File: src/hw/rtl/mbsg_pkg.sv
// Shared types, codes and helpers for the multi-buffer swap guard.
// No dependencies; every other RTL file of the block imports this package.
`default_nettype none

package mbsg_pkg;

  localparam int unsigned MAX_BUFFERS_DEF = 4;

  localparam int unsigned OP_W     = 2;
  localparam int unsigned IDX_W    = 2;
  localparam int unsigned COUNT_W  = 3;
  localparam int unsigned STATUS_W = 2;
  localparam int unsigned CFG_IDX_W  = 2;
  localparam int unsigned CFG_DATA_W = 3;

  localparam logic [COUNT_W-1:0] BUFFER_COUNT_RST = 3'd3;

  typedef enum logic [2:0] {
    BUF_EMPTY   = 3'd0,
    BUF_READING = 3'd1,
    BUF_READ    = 3'd2,
    BUF_WRITING = 3'd3,
    BUF_WRITTEN = 3'd4
  } buf_state_e;

  typedef enum logic [OP_W-1:0] {
    OP_ACQ_READ  = 2'd0,
    OP_ACQ_WRITE = 2'd1,
    OP_FINISH    = 2'd2
  } op_e;

  typedef enum logic [STATUS_W-1:0] {
    STAT_OK    = 2'd0,
    STAT_NONE  = 2'd1,
    STAT_ERROR = 2'd2
  } status_e;

  typedef enum logic [CFG_IDX_W-1:0] {
    CFG_BUFFER_COUNT    = 2'd0,
    CFG_REPEATED_READS  = 2'd1,
    CFG_REPEATED_WRITES = 2'd2
  } cfg_reg_e;

  // Read and write positions of the ring.
  typedef struct packed {
    logic [IDX_W-1:0] rd_pos;
    logic [IDX_W-1:0] wr_pos;
  } ring_pos_t;

  // One response.
  typedef struct packed {
    status_e          status;
    logic [IDX_W-1:0] index;
  } resp_t;

  // (pos + 1) mod count for count in 2..4 and pos in 0..3; the sum is at
  // most 4, so two conditional subtracts cover every case.
  function automatic logic [IDX_W-1:0] ring_next(input logic [IDX_W-1:0]   pos,
                                                 input logic [COUNT_W-1:0] count);
    logic [COUNT_W-1:0] t;
    t = {1'b0, pos} + COUNT_W'(1);
    if (t >= count) begin
      t = t - count;
    end
    if (t >= count) begin
      t = t - count;
    end
    return t[IDX_W-1:0];
  endfunction

endpackage

`default_nettype wire

File: src/hw/rtl/mbsg_decide.sv
// Combinational decision logic: evaluates one request against the buffer states,
// ring positions and configuration. Depends on mbsg_pkg.
`default_nettype none

module mbsg_decide #(
  parameter int unsigned MAX_BUFFERS = mbsg_pkg::MAX_BUFFERS_DEF
) (
  input  logic [mbsg_pkg::OP_W-1:0]                 op_i,
  input  logic [mbsg_pkg::IDX_W-1:0]                buffer_index_i,
  input  logic [mbsg_pkg::COUNT_W-1:0]              buffer_count_i,
  input  logic                                      repeated_reads_i,
  input  logic                                      repeated_writes_i,
  input  mbsg_pkg::buf_state_e [MAX_BUFFERS-1:0]    slots_i,
  input  mbsg_pkg::ring_pos_t                       pos_i,
  output mbsg_pkg::buf_state_e [MAX_BUFFERS-1:0]    slots_o,
  output mbsg_pkg::ring_pos_t                       pos_o,
  output mbsg_pkg::resp_t                           resp_o
);
  import mbsg_pkg::*;

  // Entries past the array read as empty.
  function automatic buf_state_e slot_at(input logic [IDX_W-1:0] p,
                                         input buf_state_e [MAX_BUFFERS-1:0] s);
    buf_state_e r;
    r = BUF_EMPTY;
    for (int i = 0; i < MAX_BUFFERS; i++) begin
      if (p == IDX_W'(i)) begin
        r = s[i];
      end
    end
    return r;
  endfunction

  logic [IDX_W-1:0] rd_next, wr_next, tgt;
  buf_state_e       s_rd_next, s_rd_cur, s_wr_next, s_wr_cur, s_fin, tgt_val;
  logic             any_reading, any_writing, cfg_ok, do_set;

  always_comb begin
    rd_next   = ring_next(pos_i.rd_pos, buffer_count_i);
    wr_next   = ring_next(pos_i.wr_pos, buffer_count_i);
    s_rd_next = slot_at(rd_next, slots_i);
    s_rd_cur  = slot_at(pos_i.rd_pos, slots_i);
    s_wr_next = slot_at(wr_next, slots_i);
    s_wr_cur  = slot_at(pos_i.wr_pos, slots_i);
    s_fin     = slot_at(buffer_index_i, slots_i);

    any_reading = 1'b0;
    any_writing = 1'b0;
    for (int i = 0; i < MAX_BUFFERS; i++) begin
      if (COUNT_W'(i) < buffer_count_i) begin
        if (slots_i[i] == BUF_READING) begin
          any_reading = 1'b1;
        end
        if (slots_i[i] == BUF_WRITING) begin
          any_writing = 1'b1;
        end
      end
    end

    cfg_ok = (buffer_count_i >= COUNT_W'(2)) &&
             (buffer_count_i <= COUNT_W'(MAX_BUFFERS)) &&
             (buffer_count_i > (COUNT_W'(1) + COUNT_W'(repeated_reads_i) +
                                COUNT_W'(repeated_writes_i)));

    pos_o        = pos_i;
    resp_o       = '{status: STAT_NONE, index: '0};
    do_set       = 1'b0;
    tgt          = '0;
    tgt_val      = BUF_EMPTY;

    case (op_e'(op_i))
      OP_ACQ_READ: begin
        if (any_reading) begin
          resp_o.status = STAT_ERROR;
        end else if (s_rd_next == BUF_WRITTEN &&
                     (!repeated_reads_i || rd_next != pos_i.wr_pos)) begin
          pos_o.rd_pos  = rd_next;
          do_set        = 1'b1;
          tgt           = rd_next;
          tgt_val       = BUF_READING;
          resp_o.status = STAT_OK;
          resp_o.index  = rd_next;
        end else if (repeated_reads_i && s_rd_cur == BUF_READ) begin
          do_set        = 1'b1;
          tgt           = pos_i.rd_pos;
          tgt_val       = BUF_READING;
          resp_o.status = STAT_OK;
          resp_o.index  = pos_i.rd_pos;
        end
      end
      OP_ACQ_WRITE: begin
        if (any_writing) begin
          resp_o.status = STAT_ERROR;
        end else if (s_wr_next == BUF_EMPTY ||
                     (s_wr_next == BUF_READ &&
                      (!repeated_writes_i || wr_next != pos_i.rd_pos))) begin
          pos_o.wr_pos  = wr_next;
          do_set        = 1'b1;
          tgt           = wr_next;
          tgt_val       = BUF_WRITING;
          resp_o.status = STAT_OK;
          resp_o.index  = wr_next;
        end else if (repeated_writes_i && s_wr_cur == BUF_WRITTEN) begin
          do_set        = 1'b1;
          tgt           = pos_i.wr_pos;
          tgt_val       = BUF_WRITING;
          resp_o.status = STAT_OK;
          resp_o.index  = pos_i.wr_pos;
        end
      end
      OP_FINISH: begin
        tgt = buffer_index_i;
        if ({1'b0, buffer_index_i} >= buffer_count_i) begin
          resp_o.status = STAT_ERROR;
        end else if (s_fin == BUF_READING) begin
          do_set        = 1'b1;
          tgt_val       = BUF_READ;
          resp_o.status = STAT_OK;
        end else if (s_fin == BUF_WRITING) begin
          do_set        = 1'b1;
          tgt_val       = BUF_WRITTEN;
          resp_o.status = STAT_OK;
        end else begin
          resp_o.status = STAT_ERROR;
        end
      end
      default: begin
        resp_o.status = STAT_ERROR;
      end
    endcase

    // Bad configuration: error, nothing changes.
    if (!cfg_ok) begin
      pos_o         = pos_i;
      do_set        = 1'b0;
      resp_o.status = STAT_ERROR;
      resp_o.index  = '0;
    end

    slots_o = slots_i;
    for (int i = 0; i < MAX_BUFFERS; i++) begin
      if (do_set && tgt == IDX_W'(i)) begin
        slots_o[i] = tgt_val;
      end
    end
  end

endmodule

`default_nettype wire

File: src/hw/rtl/multi_buffer_swap_guard.sv
// Top level of the multi-buffer swap guard: request register, ring state,
// configuration and response register. Depends on mbsg_pkg and mbsg_decide.
`default_nettype none

// Usage
//   Request channel: drive op_i / buffer_index_i with start_i high; the
//   transfer happens at the rising edge where start_i is high and busy_o is
//   low. busy_o is always low: one request can be taken every cycle.
//   Response channel: done_o is high for exactly one cycle with status_o and
//   granted_index_o; that cycle is the transfer, the receiver cannot stall.
//   Response path: the request is captured in the request register at the
//   accepting edge, evaluated against the ring state in the next cycle, and
//   the response is then registered in the response register.
//   Throughput: one request per cycle; the state update for a request lands
//   at the same edge as its response, so back-to-back requests see it.
//   Configuration: cfg_we_i / cfg_index_i / cfg_data_i write one register per
//   edge (0 buffer_count, 1 repeated_reads, 2 repeated_writes); write only
//   while no request is in flight. Other indexes are ignored.
//   Reset (rst_ni low, asynchronous): all buffers empty, both positions 0,
//   buffer_count 3, repeated reads and writes off, nothing in flight.
module multi_buffer_swap_guard #(
  parameter int unsigned MAX_BUFFERS = mbsg_pkg::MAX_BUFFERS_DEF
) (
  input  logic                              clk_i,
  input  logic                              rst_ni,
  input  logic                              start_i,
  output logic                              busy_o,
  input  logic [mbsg_pkg::OP_W-1:0]         op_i,
  input  logic [mbsg_pkg::IDX_W-1:0]        buffer_index_i,
  output logic                              done_o,
  output logic [mbsg_pkg::STATUS_W-1:0]     status_o,
  output logic [mbsg_pkg::IDX_W-1:0]        granted_index_o,
  input  logic                              cfg_we_i,
  input  logic [mbsg_pkg::CFG_IDX_W-1:0]    cfg_index_i,
  input  logic [mbsg_pkg::CFG_DATA_W-1:0]   cfg_data_i
);
  import mbsg_pkg::*;

  // Request register
  logic              req_valid_q;
  logic [OP_W-1:0]   req_op_q;
  logic [IDX_W-1:0]  req_idx_q;

  // Configuration
  logic [COUNT_W-1:0] buffer_count_q;
  logic               repeated_reads_q;
  logic               repeated_writes_q;

  // Ring state
  buf_state_e [MAX_BUFFERS-1:0] slots_q, slots_d;
  ring_pos_t                    pos_q, pos_d;

  // Response register
  logic   done_q;
  resp_t  resp_q, resp_d;

  assign busy_o = 1'b0;

  always_ff @(posedge clk_i or negedge rst_ni) begin
    if (!rst_ni) begin
      req_valid_q <= 1'b0;
    end else begin
      req_valid_q <= start_i && !busy_o;
    end
  end

  // Payload only, no reset needed.
  always_ff @(posedge clk_i) begin
    if (start_i && !busy_o) begin
      req_op_q  <= op_i;
      req_idx_q <= buffer_index_i;
    end
  end

  always_ff @(posedge clk_i or negedge rst_ni) begin
    if (!rst_ni) begin
      buffer_count_q    <= BUFFER_COUNT_RST;
      repeated_reads_q  <= 1'b0;
      repeated_writes_q <= 1'b0;
    end else if (cfg_we_i) begin
      case (cfg_reg_e'(cfg_index_i))
        CFG_BUFFER_COUNT:    buffer_count_q    <= cfg_data_i[COUNT_W-1:0];
        CFG_REPEATED_READS:  repeated_reads_q  <= cfg_data_i[0];
        CFG_REPEATED_WRITES: repeated_writes_q <= cfg_data_i[0];
        default: ;
      endcase
    end
  end

  mbsg_decide #(
    .MAX_BUFFERS (MAX_BUFFERS)
  ) u_decide (
    .op_i              (req_op_q),
    .buffer_index_i    (req_idx_q),
    .buffer_count_i    (buffer_count_q),
    .repeated_reads_i  (repeated_reads_q),
    .repeated_writes_i (repeated_writes_q),
    .slots_i           (slots_q),
    .pos_i             (pos_q),
    .slots_o           (slots_d),
    .pos_o             (pos_d),
    .resp_o            (resp_d)
  );

  // State commits together with the response of the request in evaluation.
  always_ff @(posedge clk_i or negedge rst_ni) begin
    if (!rst_ni) begin
      slots_q <= '{default: BUF_EMPTY};
      pos_q   <= '0;
    end else if (req_valid_q) begin
      slots_q <= slots_d;
      pos_q   <= pos_d;
    end
  end

  always_ff @(posedge clk_i or negedge rst_ni) begin
    if (!rst_ni) begin
      done_q <= 1'b0;
    end else begin
      done_q <= req_valid_q;
    end
  end

  always_ff @(posedge clk_i) begin
    if (req_valid_q) begin
      resp_q <= resp_d;
    end
  end

  assign done_o          = done_q;
  assign status_o        = resp_q.status;
  assign granted_index_o = resp_q.index;

endmodule

`default_nettype wire

File: config.mk
export PLATFORM = sky130hd
export DESIGN_NAME = multi_buffer_swap_guard
export DESIGN_NICKNAME = d
export VERILOG_FILES = /design/src/hw/rtl/mbsg_pkg.sv /design/src/hw/rtl/mbsg_decide.sv /design/src/hw/rtl/multi_buffer_swap_guard.sv
export SDC_FILE = /design/constraint.sdc
export NUM_CORES = 1
export LEC_CHECK = 0
export BUFFER_PORTS_ARGS = -buffer_cell sky130_fd_sc_hd__buf_2
export CORE_MARGIN = 1
export CORE_UTILIZATION = 45
export DETAILED_ROUTE_END_ITERATION = 10
export PLACE_DENSITY_LB_ADDON = 0.15
export RECOVER_POWER = 50
export SYNTH_ARGS = -nofsm -noshare
export SYNTH_HDL_FRONTEND = slang
export SYNTH_HIERARCHICAL = 1
export SYNTH_SLANG_ARGS = --single-unit
File: constraint.sdc
create_clock -name clk_i -period 7.37 [get_ports clk_i]
set_clock_uncertainty 0.15 [all_clocks]
set_input_delay 0.3685 -clock clk_i [delete_from_list [all_inputs] [get_ports clk_i]]
set_output_delay 0.3685 -clock clk_i [all_outputs]
set_load 0.1 [all_outputs]
### Word-level counts from Yosys, hierarchy flattened

Index checks and enable logic that the tools add are counted.

* register bits after elaboration: 31
* bits of input ports: 13
* logic and storage cells: 189

* add/sub/neg operators: 8
* magnitude comparators: 12
* equality and inequality tests: 38
* mux-type cells: 81
* bitwise logic cells: 2
* reductions and logical operators: 33

Operators with widths (number)
* $mux W3: 31
* $mux W2: 16
* $eq A2 B2 Y1 const B: 14
* $mux W1: 27
* $eq A3 B2 Y1 const B: 7
* $eq A2 B1 Y1 const B: 8
* $logic_not A2 Y1: 8
* $eq A3 B1 Y1 const B: 5
* $reduce_and A2 Y1: 7
* $ge A3 B3 Y1: 4
* $pmux W2 S3: 2
* $logic_and A1 B1 Y1: 10
* $reduce_and A5 Y1: 2
* $pmux W3 S3: 1
* $mux W4: 2
* $add A2 B1 Y3 const B: 2
* $eq A3 B3 Y1 const B: 2
* $lt A1 B3 Y1 const A: 2
* $lt A2 B3 Y1 const A: 2
* $sub A3 B3 Y3: 2
* $ne A2 B2 Y1: 2
* $pmux W2 S2: 1
* $sub A2 B2 Y2: 2
* $add A3 B1 Y3: 1
* 10 further kinds: 14

### Longest topological paths before layout

* word-level depth: 19
* mapped depth: 20
* depth with buffers taken out: 20

### By module

Netlist, hierarchy kept.

By module, submodules not included
* mbsg_decide: times used 1, cells each 288, area each 2067.0 um2, sequential area each 0.0 um2
* multi_buffer_swap_guard: times used 1, cells each 59, area each 1168.6 um2, sequential area each 818.3 um2

### Least setup slack after synthesis

Ideal clock, no wire load.

* path kind: register to register
* from: register pos_q[0] (netlist name)
* to: register slots_q[7] (netlist name)
* setup time: 0.125 ns
* arrival: 4.879 ns
* required time: 7.095 ns
* setup slack: 2.216 ns
* cell stages (with the launch flop): 19
* buffers on the path: 0
* period minus slack after synthesis: 5.154 ns
* cells stage by stage: dfrtp_1 > inv_1 > ha_1 > ha_1 > or3b_1 > a311o_1 > o311ai_1 > ha_1 > o31a_1 > o21ai_0 > nor4_1 > o21bai_2 > mux2i_1 > nor2_1 > a221o_1 > a211oi_4 > nand3_2 > mux2_1 > mux2_4

* longest elaborated chain between the ends: 19
* elaborated cells between the ends (all ways): 54
* those cells by class: add/sub: 3; order compare: 2; eq/ne: 11; mux: 27; reduce/logical: 11

RTL lines
* from (decl): RTL line multi_buffer_swap_guard.sv:51 `ring_pos_t pos_q, pos_d;`
* from (signal assigned): RTL line multi_buffer_swap_guard.sv:112 `pos_q <= pos_d;`
* $add A2 B1 Y3: RTL line mbsg_pkg.sv:61 `t = {1'b0, pos} + COUNT_W'(1);`
* $sub A3 B3 Y3 / $ge A3 B3 Y1 (equally long branches): RTL line mbsg_pkg.sv:63, mbsg_pkg.sv:62
* $mux W3: RTL line mbsg_pkg.sv:62 `if (t >= count) begin`
* $ge A3 B3 Y1 / $sub A2 B2 Y2 (equally long branches): RTL line mbsg_pkg.sv:65, mbsg_pkg.sv:66
* $mux W2: RTL line mbsg_pkg.sv:65 `if (t >= count) begin`
* $logic_not A2 Y1: RTL line mbsg_decide.sv:27 `if (p == IDX_W'(i)) begin`
* $mux W3 (4 in series): RTL line mbsg_decide.sv:27
* $eq A3 B2 Y1: RTL line mbsg_decide.sv:95 `(s_wr_next == BUF_READ &&`
* $logic_and A1 B1 Y1: RTL line mbsg_decide.sv:95
* $logic_or A1 B1 Y1: RTL line mbsg_decide.sv:94 `end else if (s_wr_next == BUF_EMPTY ||`
* $mux W2 / $mux W1 (equally long branches): RTL line mbsg_decide.sv:94
* $mux W2 / $mux W1 (equally long branches): RTL line mbsg_decide.sv:92 `if (any_writing) begin`
* $pmux W2 S3 / $pmux W1 S3 (equally long branches): RTL line mbsg_decide.sv:71 `case (op_e'(op_i))`
* $eq A2 B2 Y1 / $mux W1 (equally long branches): RTL line mbsg_decide.sv:142, mbsg_decide.sv:133
* $logic_and A1 B1 Y1: RTL line mbsg_decide.sv:142 `if (do_set && tgt == IDX_W'(i)) begin`
* $reduce_and A2 Y1 (no source line)
* to (signal assigned): RTL line multi_buffer_swap_guard.sv:111 `slots_q <= slots_d;`
* to (decl): RTL line multi_buffer_swap_guard.sv:50 `buf_state_e [MAX_BUFFERS-1:0] slots_q, slots_d;`

Parallel ways exist; a longest one is shown, timed or not.
A chain may end at the register's enable or synchronous reset.

### Final worst setup path

* from: register buffer_count_q[1]
* to: register slots_q[0] (netlist name)

* longest elaborated chain between the ends: 18
* elaborated cells between the ends (all ways): 83
* those cells by class: add/sub: 4; order compare: 12; eq/ne: 10; mux: 44; reduce/logical: 13

RTL lines
* from (decl): RTL line multi_buffer_swap_guard.sv:45 `logic [COUNT_W-1:0] buffer_count_q;`
* from (signal assigned): RTL line multi_buffer_swap_guard.sv:82 `CFG_BUFFER_COUNT: buffer_count_q <= cfg_data_i[COUNT_W-1:0];`
* $sub A3 B3 Y3 / $ge A3 B3 Y1 (equally long branches): RTL line mbsg_pkg.sv:63, mbsg_pkg.sv:62
* $mux W3: RTL line mbsg_pkg.sv:62
* $ge A3 B3 Y1 / $sub A2 B2 Y2 (equally long branches): RTL line mbsg_pkg.sv:65, mbsg_pkg.sv:66
* $mux W2: RTL line mbsg_pkg.sv:65
* $logic_not A2 Y1: RTL line mbsg_decide.sv:27
* $mux W3 (4 in series): RTL line mbsg_decide.sv:27
* $eq A3 B2 Y1: RTL line mbsg_decide.sv:95
* $logic_and A1 B1 Y1: RTL line mbsg_decide.sv:95
* $logic_or A1 B1 Y1: RTL line mbsg_decide.sv:94
* $mux W1 / $mux W2 (equally long branches): RTL line mbsg_decide.sv:94
* $mux W1 / $mux W2 (equally long branches): RTL line mbsg_decide.sv:92
* $pmux W1 S3 / $pmux W2 S3 (equally long branches): RTL line mbsg_decide.sv:71
* $mux W1 / $logic_not A2 Y1 (equally long branches): RTL line mbsg_decide.sv:133, mbsg_decide.sv:142
* $logic_and A1 B1 Y1: RTL line mbsg_decide.sv:142
* $reduce_and A2 Y1 (no source line)

Parallel ways exist; a longest one is shown, timed or not.

==> metrics <==
status complete, no violations; Clock Path Buffers 2; ratio of cells with drive above 1 in the final layout 0.167; Rows 30; Max Freq roughly 170 MHz; number of library cell types mapped by synthesis 77; vias in the first global route 2617; Post-Layout Cell Count around 460; number of DRC markers in iteration 0 161; post-CTS setup buffers 0; TritonCTS clock tree built; Final period util 0.786; number of nets still failing antenna checks after routing 0; Worst-path clk slew about 0.080 ns; critical-path cell list inv_1 > ha_1 > or3b_1 > a31oi_1 > o311ai_1 > ha_1 > o31a_1 > o21ai_0 > nor4_1 > o21bai_2 > mux2i_1 > nor2_1 > a221o_1 > a211oi_4 > nand3_2 > mux2_1 > mux2_2; ys flop type dfrtp_1; Ys Warns 6; CTS sink count 31; overall routing resource usage 0.236; die extent in x around 87 um; Final WS setup approximately 1.6 ns; # setup viols final 0; die height between 80 and 90 um; largest stage delay on the critical path between 0.7 and 0.8 ns; RePlAce Congestion around 0.97; Max Cap Violations 0; final WL 8.29 mm; DIE AREA ~0.0075 sq mm; worst path required time about 7.4 ns; Final Net Count about 410; crit path kind reg2reg; diode count 0; Seq cells post-synth 31; Mapped Cells 347; Net Count, Synth between 300 and 400; pre-CTS WS between 1.5 and 2 ns; commonest non-fill, non-tap cells in the layout 25 x nand2_1, 25 x ha_1, 23 x inv_1, 21 x dfrtp_1, 19 x nor2_1; GRT Residual Overflow 0; crit start category flop; Crit. End Element flop; unrepaired setup endpoints after global routing false; DP HPWL about 6.4 mm; Synth async-reset ratio 0.742; first-pass GRT wire length about 14 mm; vias between 2000 and 3000; CP dominant cell by count ha_1; worst vdd ir a little over 200 uV; Syn Std Cell Area ~0.0032 sq mm; Crit-path slowest cell dfstp_1; final hold vios 0; Area Growth Syn to Fin 8.04%; DR DRC count 0; pin count of the biggest net entering global routing 24; Slew headroom 0.0665; DP Cell Count ~450; synthesized area per cell between 9 and 10 sq um; Hold Path Class in2reg; io pins 19; initial antenna violation count 0; Pwr Total ~1.7 mW; H-tree Lvls 2; WP data arrival about 5.8 ns; Wirelength per Cell ~18 um; Initial Util 0.471; PortBufs 17; fin. max-slew vios 0; Critical Path Fanout Max 8; P_leak 1.46 nW; core area between 0.006 and 0.007 sq mm; worst-skew pair later-pin latency 0.29 ns; power per cell area approximately 480 mW/mm^2; routed vias/inst 5.98; CTS Root Cell clkbuf_8; clock buffer count from CTS 5; Seq/Total Area, Yosys 0.253; Worst-Margin Slew ~1.4 ns; setup_tns 0 ns; fin crit period between 5 and 6 ns; DRT Pass-1 Iters 5; Post-synth EDFFs 8
-- Yosys cell counts, types with 5 or more instances --
library cell	count	area (sq um)
mux2_1	12	135
edfxtp_1	8	240
mux2_2	12	135
nor2_1	19	71.3
nor3_1	12	60.1
nand2_1	25	93.8
nand3_1	9	45.0
a21oi_1	15	75.1
ha_1	25	313
dfrtp_1	21	526
o21ai_0	16	80.1
nand2b_1	9	56.3
mux2i_1	7	70.1
a211oi_1	5	37.5
inv_1	23	86.3
and2_1	5	31.3
mux2_4	10	150
nor2b_1	8	50.1
-- what timing repair did --
action	in CTS	in global routing
endpoints found under the hold margin	21	0
hold buffers	1	0
endpoints found under the setup margin	0	0
gates resized for setup	0	0
-- registers in the layout, indices dropped and copies added, names as in the netlist --
name and flops:
done_o 1, status_o 2, req_idx_q 2, pos_q 4, buffer_count_q 3, granted_index_o 2, slots_q 12, repeated_reads_q 1
repeated_writes_q 1, req_valid_q 1, req_op_q 2
-- critical path, delay by kind of cell (launching register included) --
| family | cells | cell delay, ns |
|---|---|---|
| AOI/OAI and AO/OA | 7 | 1.78 |
| adders and majority gates | 2 | 0.78 |
| buffers and inverters | 1 | 0.29 |
| DFF | 1 | 0.76 |
| muxes | 3 | 0.95 |
| and+or+nand+nor | 4 | 0.94 |
-- layout make-up --
| cell class | count | area, sq um |
|---|---|---|
| Tap cell | 96 | 120 |
| Timing Repair Buffer | 18 | 92.6 |
| Multi-Input combinational cell | 285 | 2270 |
| Fill cell | 654 | 3370 |
| Clock buffer | 7 | 96.3 |
| Sequential cell | 31 | 818 |
| Inverter | 24 | 90.1 |
| Clock inverter | 1 | 6.26 |
-- metrics by stage --
| stage | hold slack, ns | utilization | cell area, sq um |
|---|---|---|---|
| 2_1_floorplan | -0.0771 | - | 3240 |
| 3_3_place_gp | 0.247 | 0.493 | 3390 |
| 3_5_place_dp | 0.250 | 0.493 | 3390 |
| 4_1_cts | 0.0970 | 0.509 | 3500 |
| 5_1_grt | 0.0960 | 0.509 | 3500 |
| 6_report | 0.108 | 0.509 | 3500 |
-- power by group --
group	internal [mW]	switching [mW]	total, mW
sequential	0.214	0.0877	0.302
clock	0.0852	0.0692	0.154
combinational	0.503	0.711	1.21
-- cells by family (layout without fill, tap and decap cells) --
logic type | count (synthesis) | count (layout) | share of synthesized area
AO/OA/AOI/OAI | 92 | 92 | 0.213
adder cells (fa/ha/maj) | 27 | 27 | 0.109
multiplexers | 43 | 43 | 0.166
buffers and inverters | 31 | 50 | 0.0449
other | 1 | 1 | 0.00116
XOR/XNOR | 5 | 5 | 0.0135
AND/OR/NAND/NOR | 117 | 117 | 0.200
flip-flops | 31 | 31 | 0.253
-- layer usage --
layer  part of all wire  wire length, um  track usage  up-vias
met4              0.018              152       0.0606        0
met2               0.44             3650        0.370      106
met3              0.070              578       0.0381       12
li1                   -                -            -     1344
met1               0.47             3910        0.337     1300
met5                  0                0            0        -
-- path summary, 6_finish.rpt --
path                                         from          endpoint  slack (ns)  cells after the start
worst min-delay path            buffer_index_i[0]      req_idx_q[0]        0.11                      1
worst max register to register  buffer_count_q[1]        slots_q[0]        1.58                     17
max in group asynchronous                  rst_ni       slots_q[11]        5.46                      2
worst max-delay path            buffer_count_q[1]        slots_q[0]        1.58                     17
worst min register to register   repeated_reads_q  repeated_reads_q        0.47                      1
min in group asynchronous                  rst_ni          pos_q[0]        0.78                      2
No activity file was read; power rests on OpenSTA's default activity.
